### src/design/sgdc_pkg.sv
`default_nettype none

package sgdc_pkg;

    localparam int KIND_W  = 1;
    localparam int YEAR_IN_W  = 14;
    localparam int MONTH_W = 4;
    localparam int DAY_W   = 5;
    localparam int YEAR_OUT_W = 16;
    localparam int DOY_W   = 9;
    localparam int ACC_W   = 10;
    localparam int PC_W    = 5;

    localparam int NEW_YEAR_DAY   = 81;
    localparam int SAKA_OFFSET    = 78;
    localparam int YEAR_DAYS      = 365;
    localparam int LEAP_YEAR_DAYS = 366;
    localparam int LONG_MONTH     = 31;
    localparam int SHORT_MONTH    = 30;
    localparam int LAST_MONTH     = 11;
    localparam int LAST_SAKA_LONG = 5;

    // 400 keeps the biased year positive and the leap pattern unchanged
    localparam int LEAP_BIAS = 400;
    // divisibility by 25: multiply by the inverse mod 2^16, compare with limit
    localparam logic [15:0] INV25       = 16'd23593;
    localparam logic [15:0] DIV25_LIMIT = 16'd2621;

    typedef logic [PC_W-1:0] step_t;

    typedef enum logic [1:0] {
        ST_IDLE = 2'b01,
        ST_RUN  = 2'b10
    } state_t;

    typedef enum logic [3:0] {
        OP_NOP,
        OP_INIT_G,
        OP_INIT_S,
        OP_ADD_GLEN,
        OP_ADD_SLEN,
        OP_SUB_GLEN,
        OP_SUB_SLEN,
        OP_SUB_NY,
        OP_PREV_YEAR,
        OP_ADD_YDAYS,
        OP_WRAP,
        OP_MARK_S,
        OP_MARK_G,
        OP_DONE_S,
        OP_DONE_G,
        OP_REJECT
    } op_t;

    typedef enum logic [3:0] {
        C_NEVER,
        C_ALWAYS,
        C_BAD,
        C_KIND1,
        C_IDX_EQ_MON,
        C_ACC_LT_NY,
        C_ACC_LE_YD,
        C_S_STOP,
        C_G_STOP
    } cond_t;

    typedef struct packed {
        op_t   op;
        cond_t cond;
        logic  gate;
        logic  hold;
        step_t target;
    } ctrl_t;

    localparam step_t PC_ENTRY       = 5'd0;
    localparam step_t PC_G_INIT      = 5'd1;
    localparam step_t PC_G_WAIT      = 5'd2;
    localparam step_t PC_G_SUM       = 5'd3;
    localparam step_t PC_G_SPLIT     = 5'd4;
    localparam step_t PC_S_MARK      = 5'd5;
    localparam step_t PC_S_WALK      = 5'd6;
    localparam step_t PC_S_DONE      = 5'd7;
    localparam step_t PC_G_PREV      = 5'd8;
    localparam step_t PC_G_PREV_WAIT = 5'd9;
    localparam step_t PC_G_REBASE    = 5'd10;
    localparam step_t PC_S_INIT      = 5'd11;
    localparam step_t PC_S_WAIT      = 5'd12;
    localparam step_t PC_S_SUM       = 5'd13;
    localparam step_t PC_S_WRAP      = 5'd14;
    localparam step_t PC_S_WRAP_WAIT = 5'd15;
    localparam step_t PC_G_MARK      = 5'd16;
    localparam step_t PC_G_WALK      = 5'd17;
    localparam step_t PC_G_DONE      = 5'd18;
    localparam step_t PC_REJECT      = 5'd19;

    function automatic ctrl_t mk(input op_t op, input cond_t cond, input logic gate,
                                 input logic hold, input step_t target);
        ctrl_t c;
        c.op     = op;
        c.cond   = cond;
        c.gate   = gate;
        c.hold   = hold;
        c.target = target;
        return c;
    endfunction

    // jump on cond to target, else stay (hold) or advance; a gated op is dropped on jump
    function automatic ctrl_t ucode(input step_t pc);
        ctrl_t c;
        unique case (pc)
            PC_ENTRY:       c = mk(OP_NOP,       C_BAD,        1'b1, 1'b0, PC_REJECT);
            PC_G_INIT:      c = mk(OP_INIT_G,    C_KIND1,      1'b1, 1'b0, PC_S_INIT);
            PC_G_WAIT:      c = mk(OP_NOP,       C_NEVER,      1'b0, 1'b0, PC_ENTRY);
            PC_G_SUM:       c = mk(OP_ADD_GLEN,  C_IDX_EQ_MON, 1'b1, 1'b1, PC_G_SPLIT);
            PC_G_SPLIT:     c = mk(OP_SUB_NY,    C_ACC_LT_NY,  1'b1, 1'b0, PC_G_PREV);
            PC_S_MARK:      c = mk(OP_MARK_S,    C_NEVER,      1'b0, 1'b0, PC_ENTRY);
            PC_S_WALK:      c = mk(OP_SUB_SLEN,  C_S_STOP,     1'b1, 1'b1, PC_S_DONE);
            PC_S_DONE:      c = mk(OP_DONE_S,    C_NEVER,      1'b0, 1'b0, PC_ENTRY);
            PC_G_PREV:      c = mk(OP_PREV_YEAR, C_NEVER,      1'b0, 1'b0, PC_ENTRY);
            PC_G_PREV_WAIT: c = mk(OP_NOP,       C_NEVER,      1'b0, 1'b0, PC_ENTRY);
            PC_G_REBASE:    c = mk(OP_ADD_YDAYS, C_ALWAYS,     1'b0, 1'b0, PC_S_MARK);
            PC_S_INIT:      c = mk(OP_INIT_S,    C_NEVER,      1'b0, 1'b0, PC_ENTRY);
            PC_S_WAIT:      c = mk(OP_NOP,       C_NEVER,      1'b0, 1'b0, PC_ENTRY);
            PC_S_SUM:       c = mk(OP_ADD_SLEN,  C_IDX_EQ_MON, 1'b1, 1'b1, PC_S_WRAP);
            PC_S_WRAP:      c = mk(OP_WRAP,      C_ACC_LE_YD,  1'b1, 1'b0, PC_G_MARK);
            PC_S_WRAP_WAIT: c = mk(OP_NOP,       C_NEVER,      1'b0, 1'b0, PC_ENTRY);
            PC_G_MARK:      c = mk(OP_MARK_G,    C_NEVER,      1'b0, 1'b0, PC_ENTRY);
            PC_G_WALK:      c = mk(OP_SUB_GLEN,  C_G_STOP,     1'b1, 1'b1, PC_G_DONE);
            PC_G_DONE:      c = mk(OP_DONE_G,    C_NEVER,      1'b0, 1'b0, PC_ENTRY);
            PC_REJECT:      c = mk(OP_REJECT,    C_NEVER,      1'b0, 1'b0, PC_ENTRY);
            default:        c = mk(OP_NOP,       C_ALWAYS,     1'b0, 1'b0, PC_REJECT);
        endcase
        return c;
    endfunction

    function automatic logic [DAY_W-1:0] greg_month_days(input logic [MONTH_W-1:0] m,
                                                         input logic leap);
        logic [DAY_W-1:0] n;
        unique case (m)
            4'd0, 4'd2, 4'd4, 4'd6, 4'd7, 4'd9, 4'd11: n = DAY_W'(LONG_MONTH);
            4'd3, 4'd5, 4'd8, 4'd10:                    n = DAY_W'(SHORT_MONTH);
            4'd1:    n = leap ? 5'd29 : 5'd28;
            default: n = '0;
        endcase
        return n;
    endfunction

    function automatic logic [DAY_W-1:0] saka_month_days(input logic [MONTH_W-1:0] m,
                                                         input logic leap);
        logic [DAY_W-1:0] n;
        if (m == '0)
        begin
            n = leap ? DAY_W'(LONG_MONTH) : DAY_W'(SHORT_MONTH);
        end
        else if (m <= MONTH_W'(LAST_SAKA_LONG))
        begin
            n = DAY_W'(LONG_MONTH);
        end
        else
        begin
            n = DAY_W'(SHORT_MONTH);
        end
        return n;
    endfunction

endpackage

`default_nettype wire

### src/design/sgdc_query_if.sv
`default_nettype none

interface sgdc_query_if;
    logic                            valid;
    logic                            ready;
    logic                            kind;
    logic [sgdc_pkg::YEAR_IN_W-1:0]  year_in;
    logic [sgdc_pkg::MONTH_W-1:0]    month_in;
    logic [sgdc_pkg::DAY_W-1:0]      day_in;

    modport source (output valid, kind, year_in, month_in, day_in, input ready);
    modport sink   (input valid, kind, year_in, month_in, day_in, output ready);
endinterface

`default_nettype wire

### src/design/sgdc_answer_if.sv
`default_nettype none

interface sgdc_answer_if;
    logic                                  valid;
    logic                                  ready;
    logic signed [sgdc_pkg::YEAR_OUT_W-1:0] year_out;
    logic [sgdc_pkg::MONTH_W-1:0]          month_out;
    logic [sgdc_pkg::DAY_W-1:0]            day_out;
    logic [sgdc_pkg::DOY_W-1:0]            day_of_year_out;
    logic                                  error;

    modport source (output valid, year_out, month_out, day_out, day_of_year_out, error,
                    input ready);
    modport sink   (input valid, year_out, month_out, day_out, day_of_year_out, error,
                    output ready);
endinterface

`default_nettype wire

### src/design/sgdc_leap.sv
`default_nettype none

module sgdc_leap (
    input  wire logic                                  clk,
    input  wire logic signed [sgdc_pkg::YEAR_OUT_W-1:0] year,
    output logic                                       leap
);

    logic [15:0] biased;
    logic [15:0] prod;
    logic        div4;
    logic        div16;
    logic        div25;
    logic        leap_next;
    logic        leap_reg;

    assign biased    = unsigned'(year) + 16'(sgdc_pkg::LEAP_BIAS);
    assign prod      = biased * sgdc_pkg::INV25;
    assign div4      = (biased[1:0] == 2'b00);
    assign div16     = (biased[3:0] == 4'b0000);
    assign div25     = (prod <= sgdc_pkg::DIV25_LIMIT);
    assign leap_next = div4 && (!div25 || div16);

    always_ff @(posedge clk)
    begin
        leap_reg <= leap_next;
    end

    assign leap = leap_reg;

endmodule

`default_nettype wire

### src/design/saka_gregorian_date_converter_core.sv
`default_nettype none

// Converts one date per transaction between the Gregorian and Indian national
// (Saka) calendars; kind 0 goes Gregorian to Saka, kind 1 Saka to Gregorian.
// A small microcode ROM steps a single accumulator through the month lengths,
// one month per cycle, so the time from accept to result depends on the data:
// it grows with month_in and the result month; in kind 0 a date before
// Chaitra 1 also passes the previous-year, wait and rebase steps, in kind 1 a
// year wrap adds a wait step, and a rejected date goes straight to the reject
// step. One date is in flight at a time; a new transaction is taken as soon
// as the previous result sits in the output register. The leap flag is
// registered, so every change of year costs one wait step.
module saka_gregorian_date_converter_core (
    input  wire logic           clk,
    input  wire logic           rst_n,
    sgdc_query_if.sink          query,
    sgdc_answer_if.source       answer
);

    localparam logic signed [sgdc_pkg::ACC_W-1:0] NY =
        sgdc_pkg::ACC_W'(sgdc_pkg::NEW_YEAR_DAY);

    sgdc_pkg::state_t state_reg, state_next;
    sgdc_pkg::step_t  pc_reg, pc_next;
    sgdc_pkg::ctrl_t  ctrl;

    logic                                  kind_reg, kind_next;
    logic [sgdc_pkg::YEAR_IN_W-1:0]        year_reg, year_next;
    logic [sgdc_pkg::MONTH_W-1:0]          month_reg, month_next;
    logic [sgdc_pkg::DAY_W-1:0]            day_reg, day_next;

    logic signed [sgdc_pkg::ACC_W-1:0]      acc_reg, acc_next;
    logic [sgdc_pkg::MONTH_W-1:0]          idx_reg, idx_next;
    logic signed [sgdc_pkg::YEAR_OUT_W-1:0] ry_reg, ry_next;
    logic signed [sgdc_pkg::YEAR_OUT_W-1:0] lyear_reg, lyear_next;
    logic [sgdc_pkg::DOY_W-1:0]            doy_reg, doy_next;

    logic                                  out_valid_reg, out_valid_next;
    logic signed [sgdc_pkg::YEAR_OUT_W-1:0] oyear_reg, oyear_next;
    logic [sgdc_pkg::MONTH_W-1:0]          omonth_reg, omonth_next;
    logic [sgdc_pkg::DAY_W-1:0]            oday_reg, oday_next;
    logic [sgdc_pkg::DOY_W-1:0]            odoy_reg, odoy_next;
    logic                                  oerr_reg, oerr_next;

    logic                                  leap;
    logic [sgdc_pkg::DAY_W-1:0]            len_g;
    logic [sgdc_pkg::DAY_W-1:0]            len_s;
    logic signed [sgdc_pkg::ACC_W-1:0]      len_g_x;
    logic signed [sgdc_pkg::ACC_W-1:0]      len_s_x;
    logic [sgdc_pkg::DOY_W-1:0]            ydays;
    logic signed [sgdc_pkg::ACC_W-1:0]      ydays_x;
    logic signed [sgdc_pkg::ACC_W-1:0]      acc_inc;
    logic                                  g_fit;
    logic                                  cond_hit;
    logic                                  exec;
    logic                                  finish;
    logic                                  stall;

    sgdc_leap u_leap (
        .clk  (clk),
        .year (lyear_reg),
        .leap (leap)
    );

    assign len_g   = sgdc_pkg::greg_month_days(idx_reg, leap);
    assign len_s   = sgdc_pkg::saka_month_days(idx_reg, leap);
    assign len_g_x = signed'({5'b0, len_g});
    assign len_s_x = signed'({5'b0, len_s});
    assign ydays   = leap ? sgdc_pkg::DOY_W'(sgdc_pkg::LEAP_YEAR_DAYS)
                          : sgdc_pkg::DOY_W'(sgdc_pkg::YEAR_DAYS);
    assign ydays_x = signed'({1'b0, ydays});
    assign acc_inc = acc_reg + 10'sd1;
    assign g_fit   = (acc_reg <= len_g_x);
    assign ctrl    = sgdc_pkg::ucode(pc_reg);

    always_comb
    begin
        unique case (ctrl.cond)
            sgdc_pkg::C_NEVER:      cond_hit = 1'b0;
            sgdc_pkg::C_ALWAYS:     cond_hit = 1'b1;
            sgdc_pkg::C_BAD:        cond_hit = (month_reg > 4'(sgdc_pkg::LAST_MONTH))
                                               || (day_reg == '0);
            sgdc_pkg::C_KIND1:      cond_hit = kind_reg;
            sgdc_pkg::C_IDX_EQ_MON: cond_hit = (idx_reg == month_reg);
            sgdc_pkg::C_ACC_LT_NY:  cond_hit = (acc_reg < NY);
            sgdc_pkg::C_ACC_LE_YD:  cond_hit = (acc_reg <= ydays_x);
            sgdc_pkg::C_S_STOP:     cond_hit = (idx_reg == 4'(sgdc_pkg::LAST_MONTH))
                                               || (acc_reg < len_s_x);
            sgdc_pkg::C_G_STOP:     cond_hit = (idx_reg == 4'(sgdc_pkg::LAST_MONTH))
                                               || g_fit;
            default:                cond_hit = 1'b0;
        endcase
    end

    assign exec   = !(cond_hit && ctrl.gate);
    assign finish = (state_reg == sgdc_pkg::ST_RUN) && exec
                    && ((ctrl.op == sgdc_pkg::OP_DONE_S) || (ctrl.op == sgdc_pkg::OP_DONE_G)
                        || (ctrl.op == sgdc_pkg::OP_REJECT));
    assign stall  = finish && out_valid_reg && !answer.ready;

    always_comb
    begin
        state_next     = state_reg;
        pc_next        = pc_reg;
        kind_next      = kind_reg;
        year_next      = year_reg;
        month_next     = month_reg;
        day_next       = day_reg;
        acc_next       = acc_reg;
        idx_next       = idx_reg;
        ry_next        = ry_reg;
        lyear_next     = lyear_reg;
        doy_next       = doy_reg;
        out_valid_next = out_valid_reg && !answer.ready;
        oyear_next     = oyear_reg;
        omonth_next    = omonth_reg;
        oday_next      = oday_reg;
        odoy_next      = odoy_reg;
        oerr_next      = oerr_reg;

        unique case (state_reg)
            sgdc_pkg::ST_IDLE:
            begin
                if (query.valid)
                begin
                    kind_next  = query.kind;
                    year_next  = query.year_in;
                    month_next = query.month_in;
                    day_next   = query.day_in;
                    pc_next    = sgdc_pkg::PC_ENTRY;
                    state_next = sgdc_pkg::ST_RUN;
                end
            end
            sgdc_pkg::ST_RUN:
            begin
                if (!stall)
                begin
                    if (cond_hit)
                    begin
                        pc_next = ctrl.target;
                    end
                    else if (!ctrl.hold)
                    begin
                        pc_next = pc_reg + 5'd1;
                    end

                    if (exec)
                    begin
                        unique case (ctrl.op)
                            sgdc_pkg::OP_NOP:
                            begin
                            end
                            sgdc_pkg::OP_INIT_G:
                            begin
                                acc_next   = signed'({5'b0, day_reg});
                                idx_next   = '0;
                                lyear_next = signed'({2'b0, year_reg});
                                ry_next    = signed'({2'b0, year_reg})
                                             - 16'(sgdc_pkg::SAKA_OFFSET);
                            end
                            sgdc_pkg::OP_INIT_S:
                            begin
                                acc_next   = signed'({5'b0, day_reg}) + (NY - 10'sd1);
                                idx_next   = '0;
                                ry_next    = signed'({2'b0, year_reg})
                                             + 16'(sgdc_pkg::SAKA_OFFSET);
                                lyear_next = signed'({2'b0, year_reg})
                                             + 16'(sgdc_pkg::SAKA_OFFSET);
                            end
                            sgdc_pkg::OP_ADD_GLEN:
                            begin
                                acc_next = acc_reg + len_g_x;
                                idx_next = idx_reg + 4'd1;
                            end
                            sgdc_pkg::OP_ADD_SLEN:
                            begin
                                acc_next = acc_reg + len_s_x;
                                idx_next = idx_reg + 4'd1;
                            end
                            sgdc_pkg::OP_SUB_GLEN:
                            begin
                                acc_next = acc_reg - len_g_x;
                                idx_next = idx_reg + 4'd1;
                            end
                            sgdc_pkg::OP_SUB_SLEN:
                            begin
                                acc_next = acc_reg - len_s_x;
                                idx_next = idx_reg + 4'd1;
                            end
                            sgdc_pkg::OP_SUB_NY:
                            begin
                                acc_next = acc_reg - NY;
                            end
                            sgdc_pkg::OP_PREV_YEAR:
                            begin
                                acc_next   = acc_reg - NY;
                                ry_next    = ry_reg - 16'sd1;
                                lyear_next = lyear_reg - 16'sd1;
                            end
                            sgdc_pkg::OP_ADD_YDAYS:
                            begin
                                acc_next = acc_reg + ydays_x;
                            end
                            sgdc_pkg::OP_WRAP:
                            begin
                                acc_next   = acc_reg - ydays_x;
                                ry_next    = ry_reg + 16'sd1;
                                lyear_next = lyear_reg + 16'sd1;
                            end
                            sgdc_pkg::OP_MARK_S:
                            begin
                                doy_next = acc_inc[8:0];
                                idx_next = '0;
                            end
                            sgdc_pkg::OP_MARK_G:
                            begin
                                doy_next = acc_reg[8:0];
                                idx_next = '0;
                            end
                            sgdc_pkg::OP_DONE_S:
                            begin
                                oyear_next  = ry_reg;
                                omonth_next = idx_reg;
                                oday_next   = acc_inc[4:0];
                                odoy_next   = doy_reg;
                                oerr_next   = 1'b0;
                            end
                            sgdc_pkg::OP_DONE_G:
                            begin
                                oyear_next = ry_reg;
                                oerr_next  = 1'b0;
                                if (g_fit)
                                begin
                                    omonth_next = idx_reg;
                                    oday_next   = acc_reg[4:0];
                                    odoy_next   = doy_reg;
                                end
                                else
                                begin
                                    omonth_next = 4'(sgdc_pkg::LAST_MONTH);
                                    oday_next   = 5'(sgdc_pkg::LONG_MONTH);
                                    odoy_next   = ydays;
                                end
                            end
                            sgdc_pkg::OP_REJECT:
                            begin
                                oyear_next  = signed'({2'b0, year_reg});
                                omonth_next = month_reg;
                                oday_next   = day_reg;
                                odoy_next   = '0;
                                oerr_next   = 1'b1;
                            end
                            default:
                            begin
                            end
                        endcase
                    end

                    if (finish)
                    begin
                        out_valid_next = 1'b1;
                        state_next     = sgdc_pkg::ST_IDLE;
                    end
                end
            end
            default:
            begin
                state_next = sgdc_pkg::ST_IDLE;
            end
        endcase
    end

    always_ff @(posedge clk or negedge rst_n)
    begin
        if (!rst_n)
        begin
            state_reg     <= sgdc_pkg::ST_IDLE;
            pc_reg        <= sgdc_pkg::PC_ENTRY;
            out_valid_reg <= 1'b0;
        end
        else
        begin
            state_reg     <= state_next;
            pc_reg        <= pc_next;
            out_valid_reg <= out_valid_next;
        end
    end

    always_ff @(posedge clk)
    begin
        kind_reg   <= kind_next;
        year_reg   <= year_next;
        month_reg  <= month_next;
        day_reg    <= day_next;
        acc_reg    <= acc_next;
        idx_reg    <= idx_next;
        ry_reg     <= ry_next;
        lyear_reg  <= lyear_next;
        doy_reg    <= doy_next;
        oyear_reg  <= oyear_next;
        omonth_reg <= omonth_next;
        oday_reg   <= oday_next;
        odoy_reg   <= odoy_next;
        oerr_reg   <= oerr_next;
    end

    assign query.ready            = (state_reg == sgdc_pkg::ST_IDLE);
    assign answer.valid           = out_valid_reg;
    assign answer.year_out        = oyear_reg;
    assign answer.month_out       = omonth_reg;
    assign answer.day_out         = oday_reg;
    assign answer.day_of_year_out = odoy_reg;
    assign answer.error           = oerr_reg;

    assert property (@(posedge clk) disable iff (!rst_n)
        (state_reg == sgdc_pkg::ST_RUN) |-> (pc_reg <= sgdc_pkg::PC_REJECT))
        else $error("sequencer left the microcode program");

    assert property (@(posedge clk) disable iff (!rst_n)
        (query.valid && query.ready) |=>
            (state_reg == sgdc_pkg::ST_RUN) && (pc_reg == sgdc_pkg::PC_ENTRY))
        else $error("accepted transaction did not start the program");

    assert property (@(posedge clk) disable iff (!rst_n)
        (finish && !stall) |=> answer.valid)
        else $error("finished conversion not presented");

    assert property (@(posedge clk) disable iff (!rst_n)
        (answer.valid && answer.error) |-> (answer.day_of_year_out == '0))
        else $error("rejected date carries a day of year");

endmodule

`default_nettype wire
### src/flat_wrapper.sv
// flat-port wrapper written by rule: the top's interface ports become plain ports
module saka_gregorian_date_converter_core_flat 
  (clk, rst_n, query_valid, query_kind, query_year_in, query_month_in, query_day_in, query_ready, answer_valid, answer_year_out, answer_month_out, answer_day_out, answer_day_of_year_out, answer_error, answer_ready);
  sgdc_query_if query_i ();
  sgdc_answer_if answer_i ();
  input  wire logic clk;
  input  wire logic rst_n;
  input wire logic [$bits(query_i.valid)-1:0] query_valid;
  input wire logic [$bits(query_i.kind)-1:0] query_kind;
  input wire logic [$bits(query_i.year_in)-1:0] query_year_in;
  input wire logic [$bits(query_i.month_in)-1:0] query_month_in;
  input wire logic [$bits(query_i.day_in)-1:0] query_day_in;
  output wire logic [$bits(query_i.ready)-1:0] query_ready;
  output wire logic [$bits(answer_i.valid)-1:0] answer_valid;
  output wire logic [$bits(answer_i.year_out)-1:0] answer_year_out;
  output wire logic [$bits(answer_i.month_out)-1:0] answer_month_out;
  output wire logic [$bits(answer_i.day_out)-1:0] answer_day_out;
  output wire logic [$bits(answer_i.day_of_year_out)-1:0] answer_day_of_year_out;
  output wire logic [$bits(answer_i.error)-1:0] answer_error;
  input wire logic [$bits(answer_i.ready)-1:0] answer_ready;
  assign query_i.valid = query_valid;
  assign query_i.kind = query_kind;
  assign query_i.year_in = query_year_in;
  assign query_i.month_in = query_month_in;
  assign query_i.day_in = query_day_in;
  assign query_ready = query_i.ready;
  assign answer_valid = answer_i.valid;
  assign answer_year_out = answer_i.year_out;
  assign answer_month_out = answer_i.month_out;
  assign answer_day_out = answer_i.day_out;
  assign answer_day_of_year_out = answer_i.day_of_year_out;
  assign answer_error = answer_i.error;
  assign answer_i.ready = answer_ready;
  saka_gregorian_date_converter_core u_core (.clk(clk), .rst_n(rst_n), .query(query_i), .answer(answer_i));
endmodule
### config.mk
export PLATFORM = sky130hd
export DESIGN_NAME = saka_gregorian_date_converter_core_flat
export DESIGN_NICKNAME = d
export VERILOG_FILES = /design/src/design/sgdc_pkg.sv /design/src/design/sgdc_query_if.sv /design/src/design/sgdc_answer_if.sv /design/src/design/sgdc_leap.sv /design/src/design/saka_gregorian_date_converter_core.sv /design/src/flat_wrapper.sv
export SDC_FILE = /design/constraint.sdc
export NUM_CORES = 1
export LEC_CHECK = 0
export BUFFER_PORTS_ARGS = -buffer_cell sky130_fd_sc_hd__buf_2
export CORE_MARGIN = 10
export CORE_UTILIZATION = 60
export DETAILED_ROUTE_END_ITERATION = 10
export PLACE_DENSITY = 0.79
export SLEW_MARGIN = 20
export SYNTH_ARGS = -nofsm -noshare
export SYNTH_HDL_FRONTEND = slang
export SYNTH_HIERARCHICAL = 1
export SYNTH_SLANG_ARGS = --single-unit
### constraint.sdc
create_clock -name clk -period 12.8 [get_ports clk]
set_input_delay 1.28 -clock clk [delete_from_list [all_inputs] [get_ports clk]]
set_output_delay 1.28 -clock clk [all_outputs]
set_load 0.01 [all_outputs]
* Word-level counts from Yosys, hierarchy flattened *
Memories as Yosys holds them, arrays and structs flattened.
Index checks and enable logic that the tools add are counted.

word-level totals
  register bits = 123
  bits in read-only memories = 480
  input port bits = 28
  output and inout bits = 37
  word-level logic and storage cells = 162
  memories kept = 1

operators by class
  add/subtract/negate cells = 18
  $mul = 1
  $lt $le $gt $ge = 7
  equal/unequal tests = 41
  mux-type cells = 32
  bitwise logic cells = 2
  reductions and logical operators = 42

memories
  memory            words  width  read ports  clocked after memory_dff  write ports  RTL line         source
  (name not given)  32     15     1           0                         0            sgdc_pkg.sv:110  unique case (pc)

operators with widths
  cell                    number
  $pmux 16 s4             2
  $pmux 10 s9             1
  $eq 4x4->1 const B      13
  $eq 4x3->1 const B      12
  $add 16x2->16 const B   2
  $pmux 16 s2             1
  $sub 16x2->16 const B   2
  $mux 5                  6
  $pmux 5 s3              2
  $reduce_and 4->1        7
  $pmux 9 s3              1
  $eq 4x2->1 const B      6
  $add 10x6->10           2
  $sub 10x6->10           2
  $pmux 9 s2              1
  $add 16x9->16 const B   1
  $le 16x12->1 const B    1
  $mul 16x15->16 const B  1
  $add 14x7->15 const B   1
  $sub 14x7->15 const B   1
  $eq 4x1->1 const B      3
  $pmux 4 s3              1
  $reduce_or 4->1         3
  $add 10x10->10          1
  42 further kinds        70

* Longest topological paths before layout *
Gate-level depths: netlist (run 1).

  depth after elaboration = 14
  depth in mapped cells = 22
  depth with buffers taken out = 21

* Modules after synthesis *
The synthesis (run 1) kept the hierarchy.

modules (own cells, without submodules)
  module                              times used  cells an instance  area each (µm²)  sequential area each (µm²)
  saka_gregorian_date_converter_core  1           1051               9520.4           3624.7
  sgdc_leap                           1           202                1864.3           20.0

* Least setup slack after synthesis (run 1) *
OpenSTA, ideal clock, no wires.

  path type = register -> register
  start = register u_core/idx_reg[0] in the netlist's numbering
  end = register u_core.odoy_reg, in the netlist u_core/answer.day_of_year_out[0], enable pin
  library setup time = 0.471 ns
  arrival time = 5.405 ns
  data required time = 12.329 ns
  path slack = 6.925 ns
  cell stages (with the launch flop) = 14
  path buffers = 0
  clock period less this slack = 5.875 ns
  cells stage by stage = edfxtp_1 ha_1 a211oi_1 o22ai_1 ha_1 fa_1 nand2b_1 a21oi_1 nor4b_1 o311ai_0 nand4_1 nand2_1 nand2_1 nor3_1

on the way
  longest elaborated chain between the ends = 14
  elaborated cells between the ends (all ways) = 33
  those cells by class = order compare: 3; eq/ne: 12; mux: 4; bitwise: 2; reduce/logical: 12

ends and longest elaborated chain
  element                                     RTL line                                                                            source
  from (decl)                                 saka_gregorian_date_converter_core.sv:33                                            logic [sgdc_pkg::MONTH_W-1:0] idx_reg, idx_next;
  from (signal assigned)                      saka_gregorian_date_converter_core.sv:296                                           idx_reg <= idx_next;
  $le 4x3->1 (tied with other cells)          sgdc_pkg.sv:155                                                                     else if (m <= MONTH_W'(LAST_SAKA_LONG))
  $mux 1 (tied with other cells)              sgdc_pkg.sv:155
  $mux 5 or $pmux 5 s3 (tied branches)        sgdc_pkg.sv:151, sgdc_pkg.sv:139
  $lt 10x6->1 or $le 10x6->1 (tied branches)  saka_gregorian_date_converter_core.sv:88, saka_gregorian_date_converter_core.sv:73
  $logic_or 1x1->1, on equally long branches  saka_gregorian_date_converter_core.sv:88, saka_gregorian_date_converter_core.sv:90
  $pmux 1 s8 *                                saka_gregorian_date_converter_core.sv:78                                            unique case (ctrl.cond)
  $logic_and 1x1->1 *                         saka_gregorian_date_converter_core.sv:95                                            assign exec = !(cond_hit && ctrl.gate);
  $logic_not 1->1                             saka_gregorian_date_converter_core.sv:95
  $logic_and 1x1->1                           saka_gregorian_date_converter_core.sv:96                                            assign finish = (state_reg == sgdc_pkg::ST_RUN) && exec
  $logic_and 1x1->1                           saka_gregorian_date_converter_core.sv:97                                            && ((ctrl.op == sgdc_pkg::OP_DONE_S) || (ctrl.op == sgdc_pkg::OP_DONE_G)
  $logic_and 1x1->1 (2 in series)             saka_gregorian_date_converter_core.sv:99                                            assign stall = finish && out_valid_reg && !answer.ready;
  $not 1->1 (no line)                         -
  $reduce_and 4->1 (no line) *                -
  to (signal assigned)                        saka_gregorian_date_converter_core.sv:303                                           odoy_reg <= odoy_next;
  to (decl)                                   saka_gregorian_date_converter_core.sv:42                                            logic [sgdc_pkg::DOY_W-1:0] odoy_reg, odoy_next;

Every way passes the cells marked *; elsewhere a longest branch is shown, timed or not.
A chain may end at the register's enable or synchronous reset.

* Final worst setup path (run 1) *
  start = register u_core.pc_reg[0]
  end = register u_core/lyear_reg[14] in the netlist's numbering (data pin)

on the way
  longest elaborated chain between the ends = 3
  elaborated cells between the ends (all ways) = 6
  those cells by class = eq/ne: 4; mux: 1; memory: 1

ends and longest elaborated chain
  element                             RTL line                                   source
  from (decl)                         saka_gregorian_date_converter_core.sv:24   sgdc_pkg::step_t pc_reg, pc_next;
  from (signal assigned)              saka_gregorian_date_converter_core.sv:278  pc_reg <= sgdc_pkg::PC_ENTRY;
  from (signal assigned)              saka_gregorian_date_converter_core.sv:284  pc_reg <= pc_next;
  $mem_v2 32x15 *                     -
  $eq 4x4->1 (tied with other cells)  saka_gregorian_date_converter_core.sv:149  unique case (ctrl.op)
  $pmux 16 s4 *                       saka_gregorian_date_converter_core.sv:149
  to (signal assigned)                saka_gregorian_date_converter_core.sv:298  lyear_reg <= lyear_next;
  to (decl)                           saka_gregorian_date_converter_core.sv:35   logic signed [sgdc_pkg::YEAR_OUT_W-1:0] lyear_reg, lyear_next;

Marked as above.

==> results of run 1 <==
[through the flow]
step                      cell area, sq um  power [mW]  std cells  setup slack (ns)  hold slack (ns)
final                                12400        1.87       1541              7.29            0.540
after global routing                 12400        1.99       1541              6.99            0.569
after CTS                            12400        1.87       1541              7.33            0.539
after detailed placement             11800        1.38       1509              7.33            0.530
after global placement               11800        1.36       1509              7.54            0.526
after floorplan                      11400        1.19       1253              6.92            0.497
[area by class of cell]
cell class | instances | area [sq um] | area share
Clock buffer | 18 | 429 | 0.0346
Clock inverter | 14 | 160 | 0.0129
Inverter | 89 | 334 | 0.0269
Multi-Input combinational cell | 986 | 7140 | 0.575
Sequential cell | 123 | 3640 | 0.293
Tap cell | 234 | 293 | 0.0236
Timing Repair Buffer | 77 | 418 | 0.0336
[layer usage]
metal,vias up,global-route usage,part of all wire
li1,4700,-,-
met1,4803,0.322,0.40
met2,596,0.417,0.47
met3,88,0.0472,0.090
met4,0,0.111,0.040
met5,-,0,0
[cells by family after synthesis]
logic type	Yosys count	synth area share
buffers and inverters	144	0.0535
AOI/OAI and AO/OA	339	0.207
adders and majority gates	147	0.177
and+or+nand+nor	414	0.173
muxes	8	0.00846
xor gates and xnor gates	78	0.0612
DFF	123	0.320
[worst max path at each step]
stage / end / slack, ns / from / depth (start not counted)
floorplan: u_core/answer.day_of_year_out[0]$_DFFE_PP_ / 6.92 / u_core/idx_reg[0]$_SDFFCE_PN0P_ / 13
global placement: u_core/u_leap/leap$_DFF_P_ / 7.54 / u_core/lyear_reg[4]$_DFFE_PP_ / 21
detailed placement: u_core/u_leap/leap$_DFF_P_ / 7.33 / u_core/lyear_reg[4]$_DFFE_PP_ / 21
CTS: u_core/u_leap/leap$_DFF_P_ / 7.33 / u_core/lyear_reg[4]$_DFFE_PP_ / 21
global route: u_core/lyear_reg[14]$_DFFE_PP_ / 6.99 / u_core/pc_reg[0]$_DFFE_PN0P_ / 18
finish: u_core/lyear_reg[14]$_DFFE_PP_ / 7.29 / u_core/pc_reg[0]$_DFFE_PN0P_ / 17
[report_power, final]
group / leakage (nW) / internal [mW] / switching (mW)
clock: 0.287 / 0.291 / 0.195
combinational: 3.60 / 0.352 / 0.478
sequential: 1.16 / 0.495 / 0.0611
total: 5.04 / 1.14 / 0.734
[cells in the mapped netlist (15+ instances only)]
| cell type | number |
|---|---|
| ha_1 | 123 |
| o21ai_0 | 81 |
| nand2b_1 | 15 |
| clkbuf_1 | 27 |
| nand2_1 | 135 |
| nor3_1 | 27 |
| a211oi_1 | 15 |
| xnor2_1 | 52 |
| nand3_1 | 37 |
| o221ai_1 | 18 |
| nor2b_1 | 15 |
| nor2_1 | 106 |
| inv_1 | 87 |
| edfxtp_1 | 114 |
| a21oi_1 | 64 |
| o22ai_1 | 15 |
| and2_1 | 20 |
| xor2_1 | 25 |
| fa_1 | 23 |
==> run summary, run 1 <==
Post-CTS timing repair inserted 0 buffers for setup. The cell type with the highest aggregate area in the netlist was edfxtp_1. The maximum number of pins on one net before global-route repair is 36.

For the post-synthesis sequential area ratio, the log shows 0.320. The tightest min-delay check is of the reg2reg type. The cell count of the worst hold path came out at 1. The run gives 0.664 as the final core utilization. The first detailed-routing pass took 6 iterations. Wires add up to 31.9 mm. In this run the count of I/O pins placed on the die edge is 65.

When the netlist entered floorplanning its net count stood at 1427. The synthesized netlist occupies a cell area of 11400 sq um. In the layout the commonest cells are 135 x nand2_1, 123 x ha_1, 114 x edfxtp_1. The post-synthesis register bit count is 123.

The clock-pin slew reported for the worst setup and hold paths after clock tree synthesis is 0.06 ns. Yosys attributes the largest share of cell area to edfxtp_1 30%, ha_1 14%, nand2_1 4.5%, fa_1 4.0%, xnor2_1 4.0%. The endpoint identified for the worst register-to-register timing path is u_core/lyear_reg[14]$_DFFE_PP_.

The vias after detailed routing was 10200. The placement row count came out at 50. The worst-case IR drop observed on VDD is 104 uV. The standard cell core area was 18700 sq um; the final RePlAce weighted congestion was 0.974. Yosys mapped a number of flops with a built-in enable equal to 114.

Gates resized during post-CTS repair numbered 0. The run gives 0.609 as the effective utilization at floorplan. The die is 158 um wide.

The clock latency reported for the late side of the worst-skew pair was 0.43 ns; the number of DRC markers in iteration 0 was 1394. The number of cells traversed by the worst register-to-register path came out at 17. Dividing the detail-routed wire length by the instance count gives 20.7 um.

The tree is rooted in a clkbuf_16. The share of layout cells above drive strength 1 was 0.109; the synthesized area per cell was 9.09 sq um. The HPWL after detailed placement is 23.8 mm. The overall track demand over capacity in global routing was 0.255.

The most used flip-flop cell after synthesis is edfxtp_1. The minimum clock period after layout was 5.51 ns. The critical path goes through inv_1, ha_1, and2_1, o311a_1, or2_2, nand2_1, buf_4, inv_2, fa_1, nand2b_1, a21oi_1, o211ai_1, a21oi_1, o31ai_1, o21ai_0, xnor2_1, o21ai_0. The terminating pin of the worst hold path was u_core/answer.day_of_year_out[4]$_DFFE_PP_. The worst register-to-register path begins at u_core/pc_reg[0]$_DFFE_PN0P_. During synthesis, Yosys emitted a total of 6 warnings.

For this run the aggregate overflow at the end of global routing stands at 0. The area growth from synthesis to final layout came out at 9.09%. The initial antenna violation count was 0; the maximum level of the CTS H-tree was 4. The run gives 24900 sq um as the overall die area. The tools report the final hold violation count as 0. The number of fill cells is 1461.

Library cell contributing the largest single delay on the critical path: dfrtp_1. Data on the critical path arrives at its endpoint at 5.65 ns. The async set or reset register ratio after synthesis came out at 0.0650. The flop-to-flop setup slack was 7.29 ns. The required time of the critical path is 12.95 ns, and the total CTS buffers is 17. The commonest non-fill, non-tap cell in the layout is nand2_1. CTS saw 123 sinks. The die is 158 um tall. TritonCTS built the clock tree. Among cell families on the critical path, the largest total delay comes from compound AO/OA/AOI/OAI gates. Setup repair after global routing left no endpoint under its margin. At the pin with the least slew margin, the transition time is 0.949 ns. 0 antenna diodes ended up in the layout. Across the routed clock network, the largest skew measured is 0.0120 ns. Once detail routing completed, the nets flagged for antenna violations numbered 0. The tools report the final layout net count as 1468. Synthesis produced a netlist whose cell count is 1253. The run gives 0 as the number of slew-limit violations in the final report. Counting along the longest clock path gives a buffer depth of 2. For this run, the top clock speed supported by timing is 182 MHz. Quantity of I/O buffers inserted on ports: 64. In this run the static leakage power is 5.04 nW. The area share of the largest cell type after synthesis is 0.301, and the power per cell area is 151 nW/um^2. The post-route clock period utilization is 0.430, and the delay of the slowest cell on the worst path is 0.61 ns. The post-cts hold buffer count came out at 0.

The flow ran to the end, and the final reports show no timing, DRC or antenna violations. STA classifies the critical path startpoint as a flip-flop. The count of maximum capacitance violations was 0. The critical path contains buffers and inverters numbering 3 combined. Along the worst path, the maximum fanout reaches 29. The via count of the first global-routing pass was 9809. The first global-routing pass estimated 50.4 mm of wire. For this run, design rule violations remaining after detail routing come to 0. Worst max-slew margin expressed relative to the limit: 0.366. The worst setup path is captured at a flip-flop.

In this run, distinct cell masters in the synthesized netlist total 92. Setup violations remaining at the end of the flow were counted as 0. In this run the most critical hold path is launched from u_core/doy_reg[4]$_DFFE_PP_. The setup path with the least slack is of type reg2reg. Summed over all failing endpoints, the final setup total negative slack is 0 ns.

The detail-routed via count per cell is 6.61.
Power figures use the tool's default switching activity.
==> run 2, diff against run 1 <==
- clock period: 12.8 -> 5.54 ns (I/O delays scaled with it)
==> run summary, run 2 (same netlist as run 1, synthesis figures left out) <==
The flow ran to the end, and the final reports show no timing, DRC or antenna violations. The post-route clock period utilization is 0.955 (was 0.430), and the overall die area is 24900 sq um (unchanged). Initial antenna violation count: 0 (unchanged).

Most used cells in the layout excluding fill and tap cells: 135 x nand2_1, 123 x ha_1, 114 x edfxtp_1 (unchanged). Transition at the pin with the smallest max-transition slack: 0.962 ns (was 0.949 ns). Half-perimeter wire length after detailed placement: 23.0 mm (was 23.8 mm). Final RePlAce weighted congestion: 1.00 (was 0.974). The standard cell core area was 18700 sq um (unchanged); the average wire per cell in the routed design was 20.2 um (was 20.7 um).

The static leakage is 5.12 nW (was 5.04 nW). The top-level port count came out at 65 (unchanged). The number of buffers between clock root and the deepest sink was 2 (unchanged). The cell count of the worst hold path works out to 1 (unchanged).

The library cell contributing the largest single delay on the critical path is fa_1 (was dfrtp_1). For the total CTS buffers, the log shows 17 (unchanged). The tools report the capture point of the worst reg-to-reg path as u_core/u_leap/leap$_DFF_P_ (was u_core/lyear_reg[14]$_DFFE_PP_). The final number of setup-violating endpoints is 0 (unchanged).

Commonest non-fill, non-tap cell in the layout: nand2_1 (unchanged). The logs give 5.60 ns (was 5.65 ns) for the worst endpoint data arrival time and 0 (unchanged) for the detailed-route DRC error count. The logs give 0 (unchanged) for the number of slew-limit violations in the final report and 0.0107 ns (was 0.0120 ns) for the worst-case clock skew.

Maximum clock frequency: 189 MHz (was 182 MHz). The required time of the critical path was 5.85 ns (was 12.95 ns). The flop-to-flop setup slack was 0.25 ns (was 7.29 ns). The number of cells traversed by the worst register-to-register path works out to 21 (was 17). The tools report the beginning of the worst register-to-register path as u_core/lyear_reg[5]$_DFFE_PP_ (was u_core/pc_reg[0]$_DFFE_PN0P_). Endpoint kind of the worst setup timing path: a flip-flop (unchanged).

The via count of the first global-routing pass is 9646 (was 9809), and the worst hold-check slack is 0.306 ns (was 0.540 ns). The logs give 7 (was 6) for the number of detailed-route iterations in the first pass and 50 (unchanged) for the placement row count. Setup repair after global routing left no endpoint under its margin.

The terminating pin of the worst hold path was u_core/day_reg[3]$_DFFE_PP_ (was u_core/answer.day_of_year_out[4]$_DFFE_PP_). For the setup TNS after final layout, the log shows 0 ns (unchanged). The delay of the slowest cell on the worst path was 0.52 ns (was 0.61 ns); the first-pass GRT wire length was 49.5 mm (was 50.4 mm). For the worst max-slew margin expressed relative to the limit, the log shows 0.353 (was 0.366).

The most numerous cell type found on the critical path is inv_1. The clock-pin slew reported for the worst setup and hold paths after clock tree synthesis is 0.06 ns (about the same), and the count of maximum capacitance violations is 0 (unchanged). The share of layout cells above drive strength 1 was 0.117 (was 0.109); the area growth from synthesis to final layout was 10.2% (was 9.09%). The startpoint of the lowest-slack hold path is query_day_in[3] (was u_core/doy_reg[4]$_DFFE_PP_). The worst slack at placement is 0.202 ns (was 7.33 ns), and the combined buffer and inverter count along the critical path is 5 (was 3). The maximum level of the CTS H-tree is 4 (unchanged), and the minimum setup slack in the final design is 0.252 ns (was 7.29 ns).

The run gives 0 (unchanged) as the post-route antenna net violation count. Power per cell area: 345 nW/um^2 (was 151 nW/um^2). The largest delay contributor family on the critical path is adder cells (was compound AO/OA/AOI/OAI gates). The run gives 247 uV (was 104 uV) as the maximum ir drop on the vdd rail. For the sum of routed wire length over all layers, the log shows 31.4 mm (was 31.9 mm). Number of antenna cells inserted: 0 (unchanged). The quantity of I/O buffers inserted on ports was 64 (unchanged).

Class of the tightest hold or removal check: in2reg (was reg2reg). Minimum clock period after layout: 5.29 ns (was 5.51 ns). The logs give 0.42 ns (was 0.43 ns) for the clock latency reported for the late side of the worst-skew pair and 0.248 (was 0.255) for the overall track demand over capacity in global routing. The cell at the root of the clock tree is clkbuf_16 (unchanged).

The logs give 1219 (was 1394) for the number of DRC markers in iteration 0 and 36 (unchanged) for the maximum number of pins on one net before global-route repair. Cells traversed along the worst timing path: a311oi_2, nor2_1, nand2_1, xor2_2, inv_1, ha_1, inv_1, fa_1, inv_1, ha_1, inv_1, fa_1, inv_1, fa_1, ha_1, xor2_1, xnor2_1, xnor2_1, xnor3_1, xnor2_1, o41a_1 (was inv_1, ha_1, and2_1, o311a_1, or2_2, nand2_1, buf_4, inv_2, fa_1, nand2b_1, a21oi_1, o211ai_1, a21oi_1, o31ai_1, o21ai_0, xnor2_1, o21ai_0). The run gives 0.609 (unchanged) as the effective utilization at floorplan. Vertical die dimension: 158 um (unchanged). For the final layout net count, the log shows 1484 (was 1468).

The critical path launch point type is a flip-flop (unchanged). The vias after detailed routing was 10100 (was 10200). The startpoint-to-endpoint class of the critical path was reg2reg (unchanged). The total overflow reported by the global router came out at 0 (unchanged). The final hold violation count was 0 (unchanged). TritonCTS built the clock tree. The detail-routed via count per cell was 6.52 (was 6.61). The width of the chip works out to 158 um (unchanged).

The clock sink count is 123 (unchanged), and the maximum fanout along the worst path is 4 (was 29).
-- run 2: how the worst max path moves through the flow --
stage / start / end / slack [ns] / depth (start not counted)
after floorplan: u_core/lyear_reg[4]$_DFFE_PP_ / u_core/u_leap/leap$_DFF_P_ / 0.44 / 21
after global placement: u_core/lyear_reg[7]$_DFFE_PP_ / u_core/u_leap/leap$_DFF_P_ / 0.29 / 21
after detailed placement: u_core/lyear_reg[5]$_DFFE_PP_ / u_core/u_leap/leap$_DFF_P_ / 0.20 / 21
after CTS: u_core/lyear_reg[5]$_DFFE_PP_ / u_core/u_leap/leap$_DFF_P_ / 0.18 / 21
after global routing: u_core/lyear_reg[5]$_DFFE_PP_ / u_core/u_leap/leap$_DFF_P_ / 0.04 / 21
final: u_core/lyear_reg[5]$_DFFE_PP_ / u_core/u_leap/leap$_DFF_P_ / 0.25 / 21
-- run 2: layout make-up --
cell class / instances / area, sq um
Clock inverter: 13 / 141
Tap cell: 234 / 293
Timing Repair Buffer: 93 / 541
Multi-Input combinational cell: 986 / 7160
Clock buffer: 18 / 429
Inverter: 89 / 334
Fill cell: 1474 / 6160
Sequential cell: 123 / 3640
-- run 2: metrics by stage --
step           cells  total power, mW  instance area, sq um   util
3_5_place_dp    1522             3.19                 11900  0.638
3_3_place_gp    1522             3.14                 11900  0.638
6_report        1556             4.33                 12500  0.671
4_1_cts         1554             4.31                 12500  0.669
2_1_floorplan   1253             2.75                 11400      -
5_1_grt         1556             4.59                 12500  0.671
-- run 2: layer usage --
layer / share of wire / GRT usage
met2: 0.48 / 0.420
met5: 0 / 0
met1: 0.38 / 0.305
met3: 0.096 / 0.0374
met4: 0.040 / 0.115
-- run 2: report_power, final --
part           switching (mW)  leakage, nW  total [mW]  internal (mW)
registers               0.143         1.16        1.29           1.14
logic                    1.10         3.68        1.94          0.835
clock network           0.438        0.277        1.10          0.664
total                    1.68         5.12        4.33           2.64
-- run 2: timing repair --
action                                  4_1_cts  5_1_grt
endpoints found under the setup margin        0        1
endpoints found under the hold margin         7        0
hold buffers                                  1        0
gates resized for setup                       0        1
buffers inserted                              0        2
==> run 3, diff against run 2 <==
- CORE_ASPECT_RATIO: not set -> 0.75
- CORE_UTILIZATION: 60 -> 41
- PLACE_DENSITY: 0.79 -> not set
- clock period: 5.54 -> 5.5 ns (I/O delays scaled with it)
==> run summary, run 3 (same netlist as run 1, synthesis figures left out) <==
The maximum clock frequency is 187 MHz (was 189 MHz), and the quantity of I/O buffers inserted on ports is 64 (unchanged). Most used cells in the layout excluding fill and tap cells: 135 x nand2_1, 122 x ha_1, 114 x edfxtp_1 (was 135 x nand2_1, 123 x ha_1, 114 x edfxtp_1). The detailed-route DRC error count is 0 (unchanged). The flow ran to the end, and the final reports show no timing, DRC or antenna violations.

Static leakage: 5.18 nW (was 5.12 nW). The tools report the maximum ir drop on the vdd rail as 261 uV (was 247 uV). The tools report the cell at the root of the clock tree as clkbuf_16 (unchanged). Worst-case clock skew: 0.0184 ns (was 0.0107 ns). The transition at the pin with the smallest max-transition slack is 1.14 ns (was 0.962 ns).

The detail-routed via count per cell is 5.91 (was 6.52), and the maximum level of the CTS H-tree is 4 (unchanged). Capture point of the worst reg-to-reg path: u_core/u_leap/leap$_DFF_P_ (unchanged). The clock sink count is 123 (unchanged), and the vertical die dimension is 164 um (was 158 um). Total overflow reported by the global router: 0 (unchanged). The sum of routed wire length over all layers is 34.2 mm (was 31.4 mm). The terminating pin of the worst hold path was u_core/month_reg[1]$_DFFE_PP_ (was u_core/day_reg[3]$_DFFE_PP_).

Critical path launch point type: a flip-flop (unchanged). The total power of the final layout was 4.52 mW (was 4.33 mW). The first-pass GRT wire length is 53.3 mm (was 49.5 mm). For the standard cell core area, the log shows 27200 sq um (was 18700 sq um). Post-route antenna net violation count: 0 (unchanged).

For the flop-to-flop setup slack, the log shows 0.16 ns (was 0.25 ns). The clock-pin slew reported for the worst setup and hold paths after clock tree synthesis is 0.07 ns (was 0.06 ns), and the placement row count is 52 (was 50). The tools report the via count of the first global-routing pass as 9219 (was 9646). The largest delay contributor family on the critical path was adder cells (unchanged).

The clock latency reported for the late side of the worst-skew pair was 0.44 ns (was 0.42 ns); the overall track demand over capacity in global routing was 0.195 (was 0.248). Number of cells traversed by the worst register-to-register path: 19 (was 21). TritonCTS built the clock tree.

The number of slew-limit violations in the final report was 0 (unchanged); the final layout net count was 1493 (was 1484). Cells traversed along the worst timing path: ha_2, a211o_1, nand3_1, nand2_1, ha_1, inv_1, fa_1, inv_1, ha_1, inv_1, fa_1, inv_1, fa_1, ha_1, ha_1, a2111oi_0, nor3_1, xor2_1, o41a_1 (was a311oi_2, nor2_1, nand2_1, xor2_2, inv_1, ha_1, inv_1, fa_1, inv_1, ha_1, inv_1, fa_1, inv_1, fa_1, ha_1, xor2_1, xnor2_1, xnor2_1, xnor3_1, xnor2_1, o41a_1). The number of buffers between clock root and the deepest sink was 2 (unchanged).

Average wire per cell in the routed design: 20.3 um (was 20.2 um). The total CTS buffers is 17 (unchanged). The count of maximum capacitance violations came out at 0 (unchanged). The worst endpoint data arrival time was 5.66 ns (was 5.60 ns).

The combined buffer and inverter count along the critical path is 4 (was 5). The logs give 65 (unchanged) for the top-level port count and 25.4 mm (was 23.0 mm) for the half-perimeter wire length after detailed placement. The width of the chip was 212 um (was 158 um).

Endpoint kind of the worst setup timing path: a flip-flop (unchanged). The class of the tightest hold or removal check was in2reg (unchanged). The logs give 1168 (was 1219) for the number of DRC markers in iteration 0 and 0.472 (was 0.671) for the final core utilization. Final hold violation count: 0 (unchanged). The power per cell area works out to 353 nW/um^2 (was 345 nW/um^2).

Startpoint of the lowest-slack hold path: query_month_in[1] (was query_day_in[3]). For the number of fill cells, the log shows 2591 (was 1474). The library cell contributing the largest single delay on the critical path is fa_1 (unchanged). The run gives 0 (unchanged) as the initial antenna violation count. The final RePlAce weighted congestion came out at 0.981 (was 1.00).

The cell count of the worst hold path was 1 (unchanged). The logs give 5.82 ns (was 5.85 ns) for the required time of the critical path and 9952 (was 10100) for the vias after detailed routing. The tools report the beginning of the worst register-to-register path as u_core/lyear_reg[4]$_DFFE_PP_ (was u_core/lyear_reg[5]$_DFFE_PP_).

The maximum number of pins on one net before global-route repair came out at 33 (was 36). The worst max-slew margin expressed relative to the limit is 0.243 (was 0.353), and the area growth from synthesis to final layout is 12.6% (was 10.2%). Minimum clock period after layout: 5.34 ns (was 5.29 ns). The overall die area was 34900 sq um (was 24900 sq um); the final number of setup-violating endpoints was 0 (unchanged). The number of detailed-route iterations in the first pass is 5 (was 7). The commonest non-fill, non-tap cell in the layout was nand2_1 (unchanged). The effective utilization at floorplan was 0.419 (was 0.609). Startpoint-to-endpoint class of the critical path: reg2reg (unchanged). The maximum fanout along the worst path came out at 6 (was 4). The delay of the slowest cell on the worst path was 0.53 ns (was 0.52 ns). The number of antenna cells inserted is 0 (unchanged), and the share of layout cells above drive strength 1 is 0.125 (was 0.117).

The post-route clock period utilization is 0.971 (was 0.955).
==> run 3: cell count changes in the layout (fill, tap and decap cells not counted), moves of 2 or more <==
cell	before	now
inv_6	5	0
clkinv_4	2	7
bufinv_16	2	4
buf_4	28	37
==> run 3: cell type report <==
class                      instances  area [sq um]  share of cell area
multi-input combinational        986          7170               0.559
sequential                       123          3640               0.284
timing repair buffer             102           608              0.0474
tap                              351           439              0.0342
clock buffer                      18           429              0.0335
inverter                          89           334              0.0261
clock inverter                    14           198              0.0154
==> run 3: worst max-delay path by stage <==
stage	from	end	slack, ns	depth (start not counted)
detailed placement	u_core/lyear_reg[4]$_DFFE_PP_	u_core/u_leap/leap$_DFF_P_	0.17	19
global route	u_core/lyear_reg[4]$_DFFE_PP_	u_core/u_leap/leap$_DFF_P_	-0.008	21
floorplan	u_core/lyear_reg[4]$_DFFE_PP_	u_core/u_leap/leap$_DFF_P_	0.40	21
global placement	u_core/lyear_reg[4]$_DFFE_PP_	u_core/u_leap/leap$_DFF_P_	0.27	19
CTS	u_core/lyear_reg[4]$_DFFE_PP_	u_core/u_leap/leap$_DFF_P_	0.13	19
finish	u_core/lyear_reg[4]$_DFFE_PP_	u_core/u_leap/leap$_DFF_P_	0.16	19
==> run 3: metal layers <==
| layer | GRT usage | routed length [um] | vias to the layer above |
|---|---|---|---|
| met1 | 0.305 | 17500 | 4722 |
| met4 | 0.0447 | 415 | 0 |
| li1 | - | - | 4768 |
| met3 | 0.0588 | 3540 | 33 |
| met5 | 0 | 0 | - |
| met2 | 0.247 | 12700 | 429 |
==> run 3: per-stage QoR <==
step	setup WS (ns)	cells	instance area [sq um]	setup TNS (ns)	hold slack, ns
6_report	0.159	1683	12800	0	0.277
3_5_place_dp	0.174	1647	12100	0	0.401
3_3_place_gp	0.268	1647	12100	0	0.402
2_1_floorplan	0.403	1253	11400	0	0.254
5_1_grt	-0.00815	1683	12800	-0.00815	0.266
4_1_cts	0.132	1680	12800	0	0.270
==> run 3: power breakdown <==
part,switching [mW],internal [mW],total (mW)
combinational,1.17,0.849,2.02
sequential,0.128,1.15,1.28
clock,0.462,0.760,1.22
total,1.76,2.76,4.52
==> run 3: timing repair <==
item,4_1_cts,5_1_grt
gates resized for setup,0,2
endpoints found under the hold margin,7,0
hold buffers,1,0
buffers inserted,0,3
endpoints found under the setup margin,0,1
